==> config.mk <==
export PLATFORM = sky130hd
export DESIGN_NAME = gjps_regs
export DESIGN_NICKNAME = d
export VERILOG_FILES = /design/src/rtl/gjps_pkg.sv /design/src/rtl/gjps_regs.sv
export SDC_FILE = /design/constraint.sdc
export NUM_CORES = 1
export LEC_CHECK = 0
export ABC_AREA = 1
export BUFFER_PORTS_ARGS = -buffer_cell sky130_fd_sc_hd__buf_2
export CAP_MARGIN = 20
export CORE_UTILIZATION = 42
export DETAILED_ROUTE_END_ITERATION = 8
export PLACE_DENSITY = 0.83
export SYNTH_ARGS = -nofsm -noshare
export SYNTH_HDL_FRONTEND = slang
export SYNTH_SLANG_ARGS = --single-unit
export TNS_END_PERCENT = 1
==> constraint.sdc <==
create_clock -name clk -period 1.8 [get_ports clk]
set_input_delay 0.27 -clock clk [delete_from_list [all_inputs] [get_ports clk]]
set_output_delay 0.27 -clock clk [all_outputs]
set_load 0.05 [all_outputs]
==> src/rtl/gjps_pkg.sv <==
// shared types, codes and tables of the grid jump point successor unit
package gjps_pkg;

  typedef struct packed {
    logic [1:0] mode;
    logic [7:0] cell_x;
    logic [7:0] cell_y;
    logic       blocked;
    logic [1:0] goal_slot;
    logic       has_parent;
    logic [7:0] parent_x;
    logic [7:0] parent_y;
  } gjps_item_t;

  typedef struct packed {
    logic [7:0] succ_x;
    logic [7:0] succ_y;
    logic       succ_valid;
    logic       last;
  } gjps_result_t;

  localparam logic [1:0] MODE_CELL   = 2'd0;
  localparam logic [1:0] MODE_GOAL   = 2'd1;
  localparam logic [1:0] MODE_EXPAND = 2'd2;

  localparam logic [1:0] REG_COLS  = 2'd0;
  localparam logic [1:0] REG_ROWS  = 2'd1;
  localparam logic [1:0] REG_GOALS = 2'd2;

  localparam logic [8:0] COLS_RESET  = 9'd256;
  localparam logic [8:0] ROWS_RESET  = 9'd256;
  localparam logic [2:0] GOALS_RESET = 3'd1;

  localparam logic signed [1:0] D_NEG  = 2'sb11;
  localparam logic signed [1:0] D_ZERO = 2'sb00;
  localparam logic signed [1:0] D_POS  = 2'sb01;

  // 3x3 window probe order, row by row
  localparam logic signed [1:0] PROBE_OX [9] = '{D_NEG, D_ZERO, D_POS, D_NEG, D_ZERO, D_POS,
                                                 D_NEG, D_ZERO, D_POS};
  localparam logic signed [1:0] PROBE_OY [9] = '{D_NEG, D_NEG, D_NEG, D_ZERO, D_ZERO, D_ZERO,
                                                 D_POS, D_POS, D_POS};
  // neighbor order without a parent
  localparam logic signed [1:0] DIR_DX [8] = '{D_ZERO, D_POS, D_ZERO, D_NEG, D_POS, D_POS,
                                               D_NEG, D_NEG};
  localparam logic signed [1:0] DIR_DY [8] = '{D_POS, D_ZERO, D_NEG, D_ZERO, D_POS, D_NEG,
                                               D_NEG, D_POS};

  typedef struct packed {
    logic [8:0] grid_cols;
    logic [8:0] grid_rows;
    logic [2:0] goal_count;
  } gjps_cfg_t;

  typedef struct packed {
    logic signed [1:0] dx;
    logic signed [1:0] dy;
  } gjps_dir_t;

  typedef enum logic [2:0] {
    W_HOLD  = 3'd0,
    W_CAND  = 3'd1,
    W_RADV  = 3'd2,
    W_ADV   = 3'd3,
    W_HLINE = 3'd4,
    W_VLINE = 3'd5,
    W_DADV  = 3'd6
  } gjps_wop_t;

  typedef struct packed {
    logic      clr;
    logic      load;
    logic      fetch;
    gjps_wop_t wop;
    logic      cand_load;
    logic      cand_next;
    logic      keep;
    logic      push;
    logic      fin;
  } gjps_cmd_t;

  typedef struct packed {
    logic clr_last;
    logic fetch_done;
    logic center_blk;
    logic at_goal;
    logic line_forced;
    logic diag_forced;
    logic ray_diag;
    logic cand_end;
    logic cand_zero;
    logic have_pend;
    logic out_free;
  } gjps_status_t;

  function automatic logic [3:0] nbr_idx(input logic signed [1:0] ox,
                                         input logic signed [1:0] oy);
    nbr_idx = 4'((int'(oy) + 1) * 3 + int'(ox) + 1);
  endfunction

endpackage

==> src/rtl/gjps_regs.sv <==
// configuration register file on the apb port
module gjps_regs
  import gjps_pkg::*;
(
  input  logic        clk,
  input  logic        rst,
  input  logic        psel,
  input  logic        penable,
  input  logic        pwrite,
  input  logic [3:0]  paddr,
  input  logic [31:0] pwdata,
  output logic [31:0] prdata,
  output logic        pready,
  output gjps_cfg_t   cfg
);

  logic [1:0] reg_idx;

  assign reg_idx = paddr[3:2];
  assign pready  = 1'b1;

  always_ff @(posedge clk) begin
    if (rst) begin
      cfg.grid_cols  <= COLS_RESET;
      cfg.grid_rows  <= ROWS_RESET;
      cfg.goal_count <= GOALS_RESET;
    end else if (psel && penable && pwrite) begin
      case (reg_idx)
        REG_COLS:  cfg.grid_cols  <= pwdata[8:0];
        REG_ROWS:  cfg.grid_rows  <= pwdata[8:0];
        REG_GOALS: cfg.goal_count <= pwdata[2:0];
        default: ;
      endcase
    end
  end

  always_comb begin
    case (reg_idx)
      REG_COLS:  prdata = {23'd0, cfg.grid_cols};
      REG_ROWS:  prdata = {23'd0, cfg.grid_rows};
      REG_GOALS: prdata = {29'd0, cfg.goal_count};
      default:   prdata = 32'd0;
    endcase
  end

endmodule

==> flow_summary.yaml <==
timing:
  period_share_pct: 79.45
  hold_viol: 0
  slew-limit-headroom_pct: 57.48
  setup_viol: 0
  clock_skew_ns: 0
  layout_min_cycle_time_ns: 1.430
  maxSlewViolCount: 0
  final.setup.tns_ns: 0
  rsz0062_at_grt: "no"
  tightestPinTransition_ns: 0.6371
  fmax_mhz: 699.3
die:
  chipHeight_um: 55.95
  dieArea_um2: 3130
  ioPinCount: 95
  die_x_um: 55.95
  core-area_um2: 2758
  fp-row-count: 19
  initial_core_util_pct: 44.33
logic_synthesis:
  muxShareOfSynthArea_pct: 0
  ys_types: 14
  synth_warnings: 0
  synth_compound_area_share_pct: 5.527
  synthXorXnorAreaFrac_pct: 0
  synth_cells: 175
  synth_seq_area_share_pct: 34.39
  syn_avg_cell_area_um2: 6.985
  synth_area_um2: 1222
  synthSimpleGateAreaFrac_pct: 36.75
  ys_seq_elements: 21
  synth_fa_ha_area_share_pct: 0
  synth_top_family_by_area: "simple AND/OR/NAND/NOR gates"
cts:
  cts_setup_buffers: 0
  cts_buffers: 3
  clock_tree.root_cell: "clkbuf_4"
  htreeDepth: 1
  hold_buffers: 0
  ctsResizeCount: 0
  clock-sinks: 21
  cts_tree: "done"
  clk_path_buf_depth: 2
  path_clk_slew_ns: 0.12
  clk_latency_ns: 0.30
drt:
  avgViaCountPerCell: 4.425
  drcViolationCount: 0
  wl_per_cell_um: 9.917
  dr.pass1.iters: 4
  drt_iter0_markers: 10
  via_count: 1115
  ant_nets: 0
  wl_um: 2499
cells_and_area:
  regMostFlops: "cfg"
  multi_input_comb_area_um2: 606.8
  syn2layout_area_growth_pct: 13.92
  largest_reg_flops: 21
  reg_top3: "cfg: 21 flops"
  final_common_cell: "buf_2"
  antenna_cells: 0
  regArea_um2: 420.4
  nets: 263
  drive_gt1_share_pct: 27.15
  final_cell_mix: "45 x buf_2, 37 x nor2_1, 34 x nand2_1, 24 x nand3_1, 24 x conb_1"
  fillCellCount: 290
worst_setup_path:
  rr_worst_depth: 2
  crit_buf_inv: 3
  crit_path_cell_trace: "buf_2, nor2_2, buf_4, nand2_1, nand3_1, buf_2"
  cp_max_fo: 17
  reg2reg_slack_ns: 1.18
  worstReg2RegEnd: "cfg[20]"
  timing.critical_path.mode_cell: "buf_2"
  endpoint_kind: "output pin"
  start_kind: "input pin"
  critPathMaxStageDelay_ns: 0.26
  slowest_stage: "buf_2"
  cp_data_required_time_ns: 1.53
  crit_arrival_ns: 1.16
  r2r-start: "cfg[20]"
  critical_path_class: "input pin to output pin"
  cp_top_family: "buffers and inverters"
worst_hold_path:
  worstHoldEndpoint: "cfg[0]"
  holdCritPathClass: "input pin to flop"
  whs_path_depth: 3
  hold_start: "pwdata[0]"
global_routing:
  grtUsageTotal_pct: 16.65
  grt_remaining_overflow: 0
  first_global_vias: 952
  grt_pass1_wl_um: 4119
  antenna_found_initial: 0
  grt_max_degree: 22
place:
  dpl.hpwl_um: 1781
  routabilityCongestion: 0.7485
  portBuffers: 45
flow_run:
  maxCapViolations: 0
power:
  static-leakage-power_nw: 0.7492
  power.total_mw: 0.9988
  vdd_drop_max_mv: 0.4003
  powerDensity_nw_per_um2: 717.2
run_status:
  status: "finished clean"
[worst reg2reg max path: cells and delay by family, from the launching register on]
family	cells	cell delay, ns
DFF	1	0.34
and+or+nand+nor	1	0.09
AOI/OAI and AO/OA	1	0.07
[worst max path at each step]
stage | start | end | cells after the start
global placement | paddr[3] | prdata[1] | 6
detailed placement | paddr[3] | prdata[0] | 6
CTS | paddr[3] | prdata[0] | 6
global route | paddr[3] | prdata[3] | 5
floorplan | cfg[15] | prdata[3] | 1
finish | paddr[3] | prdata[1] | 6
[synthesized netlist by cell type, drive strengths merged]
| library cell | n | area share (%) |
|---|---|---|
| conb | 2 | 0.61 |
| nand2 | 34 | 10 |
| dfxtp | 21 | 34 |
| o21ai | 3 | 1.2 |
| inv | 12 | 3.7 |
| a22o | 6 | 4.3 |
| nand3 | 25 | 11 |
| nor2 | 43 | 16 |
| buf | 29 | 19 |
[routing by layer]
metal / wire, um / GRT usage, % / share of wire [%]
met3: 136 / 2.326 / 5.4
met4: 12 / 6.969 / 0.48
met1: 1156 / 20.64 / 46
met2: 1193 / 28.92 / 48
met5: 0 / 0 / 0
[cell families after synthesis]
logic type,Yosys count
compound gates,9
buf+inv,41
flops,21
simple gates,102
other cells,2
[power by group]
group	internal, mW	switching [mW]
Clock	0.0863	0.145
Combinational	0.0501	0.236
Sequential	0.475	0.00677
Total	0.611	0.387
[cell type report]
cell class	count	share of cell area, %
multi-input combinational	135	43.58
inverter	12	3.234
clock buffer	4	1.887
timing repair buffer	49	18.33
sequential	21	30.19
tap	31	2.785
[metrics by stage]
step | hold WS (ns) | area (um^2) | util [%] | cells | worst slack, ns
after floorplan | 0.3962 | 1305 | - | 197 | 0.3758
after global placement | 0.4836 | 1366 | 49.55 | 248 | 0.3743
after detailed placement | 0.4867 | 1366 | 49.55 | 248 | 0.3671
after CTS | 0.1821 | 1393 | 50.50 | 252 | 0.3671
after global routing | 0.2087 | 1393 | 50.50 | 252 | 0.3169
final | 0.1826 | 1393 | 50.50 | 252 | 0.3699
(Power assumes the default switching activity.)
