### src/rtl/gjps_pkg.sv
// shared types, codes and tables of the grid jump point successor unit
package gjps_pkg;

  typedef struct packed {
    logic [1:0] mode;
    logic [7:0] cell_x;
    logic [7:0] cell_y;
    logic       blocked;
    logic [1:0] goal_slot;
    logic       has_parent;
    logic [7:0] parent_x;
    logic [7:0] parent_y;
  } gjps_item_t;

  typedef struct packed {
    logic [7:0] succ_x;
    logic [7:0] succ_y;
    logic       succ_valid;
    logic       last;
  } gjps_result_t;

  localparam logic [1:0] MODE_CELL   = 2'd0;
  localparam logic [1:0] MODE_GOAL   = 2'd1;
  localparam logic [1:0] MODE_EXPAND = 2'd2;

  localparam logic [1:0] REG_COLS  = 2'd0;
  localparam logic [1:0] REG_ROWS  = 2'd1;
  localparam logic [1:0] REG_GOALS = 2'd2;

  localparam logic [8:0] COLS_RESET  = 9'd256;
  localparam logic [8:0] ROWS_RESET  = 9'd256;
  localparam logic [2:0] GOALS_RESET = 3'd1;

  localparam logic signed [1:0] D_NEG  = 2'sb11;
  localparam logic signed [1:0] D_ZERO = 2'sb00;
  localparam logic signed [1:0] D_POS  = 2'sb01;

  // 3x3 window probe order, row by row
  localparam logic signed [1:0] PROBE_OX [9] = '{D_NEG, D_ZERO, D_POS, D_NEG, D_ZERO, D_POS,
                                                 D_NEG, D_ZERO, D_POS};
  localparam logic signed [1:0] PROBE_OY [9] = '{D_NEG, D_NEG, D_NEG, D_ZERO, D_ZERO, D_ZERO,
                                                 D_POS, D_POS, D_POS};
  // neighbor order without a parent
  localparam logic signed [1:0] DIR_DX [8] = '{D_ZERO, D_POS, D_ZERO, D_NEG, D_POS, D_POS,
                                               D_NEG, D_NEG};
  localparam logic signed [1:0] DIR_DY [8] = '{D_POS, D_ZERO, D_NEG, D_ZERO, D_POS, D_NEG,
                                               D_NEG, D_POS};

  typedef struct packed {
    logic [8:0] grid_cols;
    logic [8:0] grid_rows;
    logic [2:0] goal_count;
  } gjps_cfg_t;

  typedef struct packed {
    logic signed [1:0] dx;
    logic signed [1:0] dy;
  } gjps_dir_t;

  typedef enum logic [2:0] {
    W_HOLD  = 3'd0,
    W_CAND  = 3'd1,
    W_RADV  = 3'd2,
    W_ADV   = 3'd3,
    W_HLINE = 3'd4,
    W_VLINE = 3'd5,
    W_DADV  = 3'd6
  } gjps_wop_t;

  typedef struct packed {
    logic      clr;
    logic      load;
    logic      fetch;
    gjps_wop_t wop;
    logic      cand_load;
    logic      cand_next;
    logic      keep;
    logic      push;
    logic      fin;
  } gjps_cmd_t;

  typedef struct packed {
    logic clr_last;
    logic fetch_done;
    logic center_blk;
    logic at_goal;
    logic line_forced;
    logic diag_forced;
    logic ray_diag;
    logic cand_end;
    logic cand_zero;
    logic have_pend;
    logic out_free;
  } gjps_status_t;

  function automatic logic [3:0] nbr_idx(input logic signed [1:0] ox,
                                         input logic signed [1:0] oy);
    nbr_idx = 4'((int'(oy) + 1) * 3 + int'(ox) + 1);
  endfunction

endpackage

### src/rtl/gjps_ctrl.sv
// sequencing state machine of the successor search
module gjps_ctrl
  import gjps_pkg::*;
(
  input  logic         clk,
  input  logic         rst,
  input  logic         item_valid,
  input  logic [1:0]   item_mode,
  output logic         item_ready,
  input  gjps_status_t st,
  output gjps_cmd_t    cmd
);

  typedef enum logic [8:0] {
    S_CLEAR     = 9'b000000001,
    S_IDLE      = 9'b000000010,
    S_NODE_WAIT = 9'b000000100,
    S_CAND      = 9'b000001000,
    S_RAY_WAIT  = 9'b000010000,
    S_H_WAIT    = 9'b000100000,
    S_V_WAIT    = 9'b001000000,
    S_FOUND     = 9'b010000000,
    S_FINISH    = 9'b100000000
  } state_t;

  state_t state, state_next;

  always_ff @(posedge clk) begin
    if (rst) begin
      state <= S_CLEAR;
    end else begin
      state <= state_next;
    end
  end

  always_comb begin
    state_next = state;
    cmd        = '0;
    cmd.wop    = W_HOLD;
    item_ready = 1'b0;
    case (state)
      S_CLEAR: begin
        cmd.clr = 1'b1;
        if (st.clr_last) state_next = S_IDLE;
      end
      S_IDLE: begin
        item_ready = 1'b1;
        if (item_valid) begin
          cmd.load = 1'b1;
          if (item_mode == MODE_EXPAND) begin
            cmd.fetch  = 1'b1;
            state_next = S_NODE_WAIT;
          end else begin
            state_next = S_FINISH;
          end
        end
      end
      S_NODE_WAIT: begin
        if (st.fetch_done) begin
          cmd.cand_load = 1'b1;
          state_next    = S_CAND;
        end
      end
      S_CAND: begin
        if (st.cand_end) begin
          state_next = S_FINISH;
        end else if (st.cand_zero) begin
          cmd.cand_next = 1'b1;
        end else begin
          cmd.wop    = W_CAND;
          cmd.fetch  = 1'b1;
          state_next = S_RAY_WAIT;
        end
      end
      S_RAY_WAIT: begin
        if (st.fetch_done) begin
          if (st.center_blk) begin
            cmd.cand_next = 1'b1;
            state_next    = S_CAND;
          end else if (st.at_goal) begin
            state_next = S_FOUND;
          end else if (st.ray_diag) begin
            if (st.diag_forced) begin
              state_next = S_FOUND;
            end else begin
              cmd.wop    = W_HLINE;
              cmd.fetch  = 1'b1;
              state_next = S_H_WAIT;
            end
          end else if (st.line_forced) begin
            state_next = S_FOUND;
          end else begin
            cmd.wop   = W_RADV;
            cmd.fetch = 1'b1;
          end
        end
      end
      S_H_WAIT: begin
        if (st.fetch_done) begin
          if (st.center_blk) begin
            cmd.wop    = W_VLINE;
            cmd.fetch  = 1'b1;
            state_next = S_V_WAIT;
          end else if (st.at_goal || st.line_forced) begin
            state_next = S_FOUND;
          end else begin
            cmd.wop   = W_ADV;
            cmd.fetch = 1'b1;
          end
        end
      end
      S_V_WAIT: begin
        if (st.fetch_done) begin
          if (st.center_blk) begin
            cmd.wop    = W_DADV;
            cmd.fetch  = 1'b1;
            state_next = S_RAY_WAIT;
          end else if (st.at_goal || st.line_forced) begin
            state_next = S_FOUND;
          end else begin
            cmd.wop   = W_ADV;
            cmd.fetch = 1'b1;
          end
        end
      end
      S_FOUND: begin
        if (!st.have_pend) begin
          cmd.keep      = 1'b1;
          cmd.cand_next = 1'b1;
          state_next    = S_CAND;
        end else if (st.out_free) begin
          cmd.push      = 1'b1;
          cmd.cand_next = 1'b1;
          state_next    = S_CAND;
        end
      end
      S_FINISH: begin
        if (st.out_free) begin
          cmd.fin    = 1'b1;
          state_next = S_IDLE;
        end
      end
      default: state_next = S_CLEAR;
    endcase
  end

  a_write_ack: assert property (@(posedge clk) disable iff (rst)
    item_valid && item_ready && item_mode != MODE_EXPAND |=> state == S_FINISH)
    else $error("write item did not go to acknowledge");

  a_first_found: assert property (@(posedge clk) disable iff (rst)
    state == S_FOUND && !st.have_pend |=> state == S_CAND)
    else $error("first jump point not parked");

  a_ray_hold: assert property (@(posedge clk) disable iff (rst)
    state == S_RAY_WAIT && !st.fetch_done |=> state == S_RAY_WAIT)
    else $error("ray step left before window fetch");

endmodule

### config.mk
export PLATFORM = sky130hd
export DESIGN_NAME = gjps_ctrl
export DESIGN_NICKNAME = d
export VERILOG_FILES = /design/src/rtl/gjps_pkg.sv /design/src/rtl/gjps_ctrl.sv
export SDC_FILE = /design/constraint.sdc
export NUM_CORES = 1
export LEC_CHECK = 0
export ABC_CLOCK_PERIOD_IN_PS = 2800
export BUFFER_PORTS_ARGS = -buffer_cell sky130_fd_sc_hd__buf_2
export CORE_AREA = 2 2 47 49
export DETAILED_ROUTE_END_ITERATION = 7
export DIE_AREA = 0 0 49 51
export PLACE_DENSITY = 0.78
export SLEW_MARGIN = 20
export SYNTH_ARGS = -nofsm -noshare
export SYNTH_HDL_FRONTEND = slang
export SYNTH_SLANG_ARGS = --single-unit
### constraint.sdc
create_clock -name clk -period 2.8 [get_ports clk]
set_input_delay 0.7 -clock clk [delete_from_list [all_inputs] [get_ports clk]]
set_output_delay 0.7 -clock clk [all_outputs]
set_load 0.05 [all_outputs]
==> impl_results.md <==
* Register with the most flip-flops: state
* Slew Viols, Final at 0
* Vias at 1150
* Cell Area, Synth at 951 um2
* Reg2reg setup slack at 0.61 ns
* Synth Net Count at 144
* Origin of the critical flop-to-flop path: state[5]
* Hold path depth at 2
* M3 GR Usage at 4.09%
* Fraction of layout cells with a size suffix above 1 at 41.2%
* Synth area leaders: dfxtp_1 (19%), nor2_1 (5.5%), nand2_1 (4.7%)
* Max-cap viol count at 0
* Worst setup EP type: output port
* Met1 GRT Util at 30.9%
* Adder-cell share of the synthesized area at 0%
* Slew of the pin with the lowest slew margin at 0.471 ns
* Die area at 0.00250 mm2
* Crit path time final at 2.82 ns
* Gr usage total at 26.3%
* Largest family of logic cells by synthesized area: simple AND/OR/NAND/NOR gates
* CTS tree: done
* Mux contribution to synthesized area at 2.11%
* Syn Inst Count at 128
* Die W at 49 um
* CP max FO at 5
* XOR/XNOR Fraction of Synth Area at 1.84%
* Hold Path Origin: state[7]
* Global routing met2 resource utilization at 47.0%
* Setup TNS at -0.0166 ns
* Worst-skew pair later-pin latency at 0.28 ns
* Gr busiest metal: met2
* First-pass GRT wire length at 5110 um
* Fillers at 208
* Biggest regs: state (9)
* Routed wire length at 2980 um
* Clk_skew at 0.00733 ns
* H-Tree Depth at 1
* Critical path depth in cells at 5
* # port buffers at 27
* First-pass iteration count of the detailed router at 4
* CTS root buffer: clkbuf_4
* Failing checks: setup timing
* CTS Buffer Depth at 2
* EDFF count, synth at 0
* Initial antenna violation count at 0
* Worst setup SP type: register
* Initial DRC count at 45
* FF-to-FF path depth at 8
* Hold/Removal Path Class: reg -> reg
* Site Rows at 17
* Largest net degree at the start of global routing at 11
* Avg WL per Cell at 15.4 um
* Simple-gate share of the synthesized area at 43.4%
* Hold EP: state[7]
* Top-Level Pins at 28
* Clk slew on worst S/H paths at 0.07 ns
* ANT nets after route at 0
* Area fraction in compound gates after synthesis at 25.4%
* Initial Util at 46.1%
* GR Overflow Total at 0
* Post-route setup slack at -0.0166 ns
* Status: finished, violations left
* Register area share after synthesis at 18.9%
* Worst vdd ir at 0.000224 V
* Arrival @ worst endpoint at 2.12 ns
* RSZ-0062 raised after global routing: yes
* Pleak at 0.000530 uW
* Post-layout util at 61.9%
* Power, Total at 543 uW
* Synthesis-to-layout area growth at 34.3%
* Synth Flop Type: dfxtp_1
* Async S/R FF share, synth at 0%
* Worst EP required at 2.10 ns
* HPWL after DPL at 2330 um
* Crit-path cells: or4_4, or3_4, o32ai_4, o21bai_1, buf_4
* Cts hold-fix bufs at 0
* Routability-driven placement congestion ratio at 0.957
* Vias in the first global route at 1156
* Fmax at 0.355 GHz
* Yosys top cell by area: dfxtp_1
* Area of the multi-input gates at 768 um2
* Cell family with most CP delay: simple AND/OR/NAND/NOR gates
* R2R Path End: state[4]
* CTS Buf Count at 3
* Core footprint at 0.00206 mm2
* Placed insts at 189
* Most frequent cell after synthesis: nor2_1
* Die Y at 51 um
* CP Class: reg -> out
* FF/Latch Area at 184 um2
* Slowest CP cell: or4_4
* N_diodes at 0
* Fin cells at 193
* Rel. slew slack at 68.3%
* Synth cell count leaders: nor2_1 (14), nand2_1 (12), dfxtp_1 (9)
* Nets at 182
* Average cell area after synthesis at 7.43 um2
* Cell Pwr Density at 425 mW/mm2
* Yosys top cell area share at 18.9%
* Max FFs per register at 9
* Avg Vias per Cell at 5.96
* CP peak stage delay at 0.54 ns
* Worst path bufs/invs at 1
* # setup viols final at 1
* Distinct cells, synth at 49
* Fin crit share at 101%
* Post-route DRC violation count at 0
* Synth Warn # at 0
* Synthesis-stage register bit count at 9
* Hold Fails Final Rpt at 0
* CTS Sinks at 9
-- worst min-delay path: stages, from the launching register on --
cell and delay (ns):
dfxtp_2 0.38, nand2_1 0.08, a21oi_1 0.06
-- area by class of cell --
cell class | instances | share of cell area [%]
Timing Repair Buffer | 38 | 18.6
Multi-Input combinational cell | 107 | 60.1
Inverter | 7 | 2.06
Tap cell | 28 | 2.74
Clock buffer | 4 | 2.06
Sequential cell | 9 | 14.4
-- report_power, final --
part / total (uW) / switching, uW / internal, uW
Clock: 111 / 55.7 / 55.3
Sequential: 155 / 17.5 / 138
Combinational: 277 / 170 / 106
-- layout by cell type (no fill, tap or decap), types with 2 or more instances in the layout --
| cell | count |
|---|---|
| buf_2 | 22 |
| nor2_1 | 14 |
| nand2_1 | 12 |
| buf_4 | 12 |
| nand3_1 | 7 |
| inv_1 | 7 |
| o21ai_0 | 6 |
| dfxtp_1 | 6 |
| a21oi_1 | 5 |
| clkbuf_4 | 5 |
| nor3_1 | 4 |
| or3_4 | 3 |
| nand2b_1 | 3 |
| nor2b_1 | 3 |
| dfxtp_2 | 3 |
| or2_2 | 2 |
| a21o_1 | 2 |
| o21ai_2 | 2 |
| nor4_4 | 2 |
| and3_1 | 2 |
| a21oi_2 | 2 |
| o22ai_1 | 2 |
| a31oi_1 | 2 |
| mux2i_1 | 2 |
| a2bb2oi_1 | 2 |
| buf_6 | 2 |
-- routing by layer --
layer	vias up	wire (um)	share of wire [%]
li1	553	-	-
met1	528	1230	41
met2	60	1480	50
met3	9	200	6.7
met4	0	69	2.3
met5	-	0	0
-- how the worst max path moves through the flow --
stage	start	endpoint	slack [ns]
2_1_floorplan	state[5]	cmd[8]	-0.25
3_3_place_gp	st[3]	cmd[3]	0.17
3_5_place_dp	state[4]	cmd[5]	0.11
4_1_cts	state[5]	cmd[5]	-0.04
5_1_grt	state[5]	cmd[5]	-0.07
6_report	state[5]	cmd[5]	-0.02
-- what timing repair did --
| action | in CTS | in global routing |
|---|---|---|
| pin swaps | 4 | 2 |
| resized for setup | 11 | 9 |
| setup buffers | 0 | 0 |
| endpoints found under the setup margin | 6 | 8 |
-- per-stage QoR --
stage / setup slack (ns) / hold slack, ns / instance area [um2]
after floorplan: -0.251 / 0.499 / 970
after global routing: -0.0720 / 0.575 / 1280
after detailed placement: 0.108 / 0.586 / 1170
after global placement: 0.166 / 0.576 / 1170
final: -0.0166 / 0.554 / 1280
after CTS: -0.0445 / 0.536 / 1250
-- kinds of logic (layout without fill, tap and decap cells) --
family          Yosys count  after routing
buf+inv                  12             49
compound gates           33             33
simple gates             70             70
mux                       2              2
flops                     9              9
xor+xnor                  2              2
(Power assumes the default switching activity.)
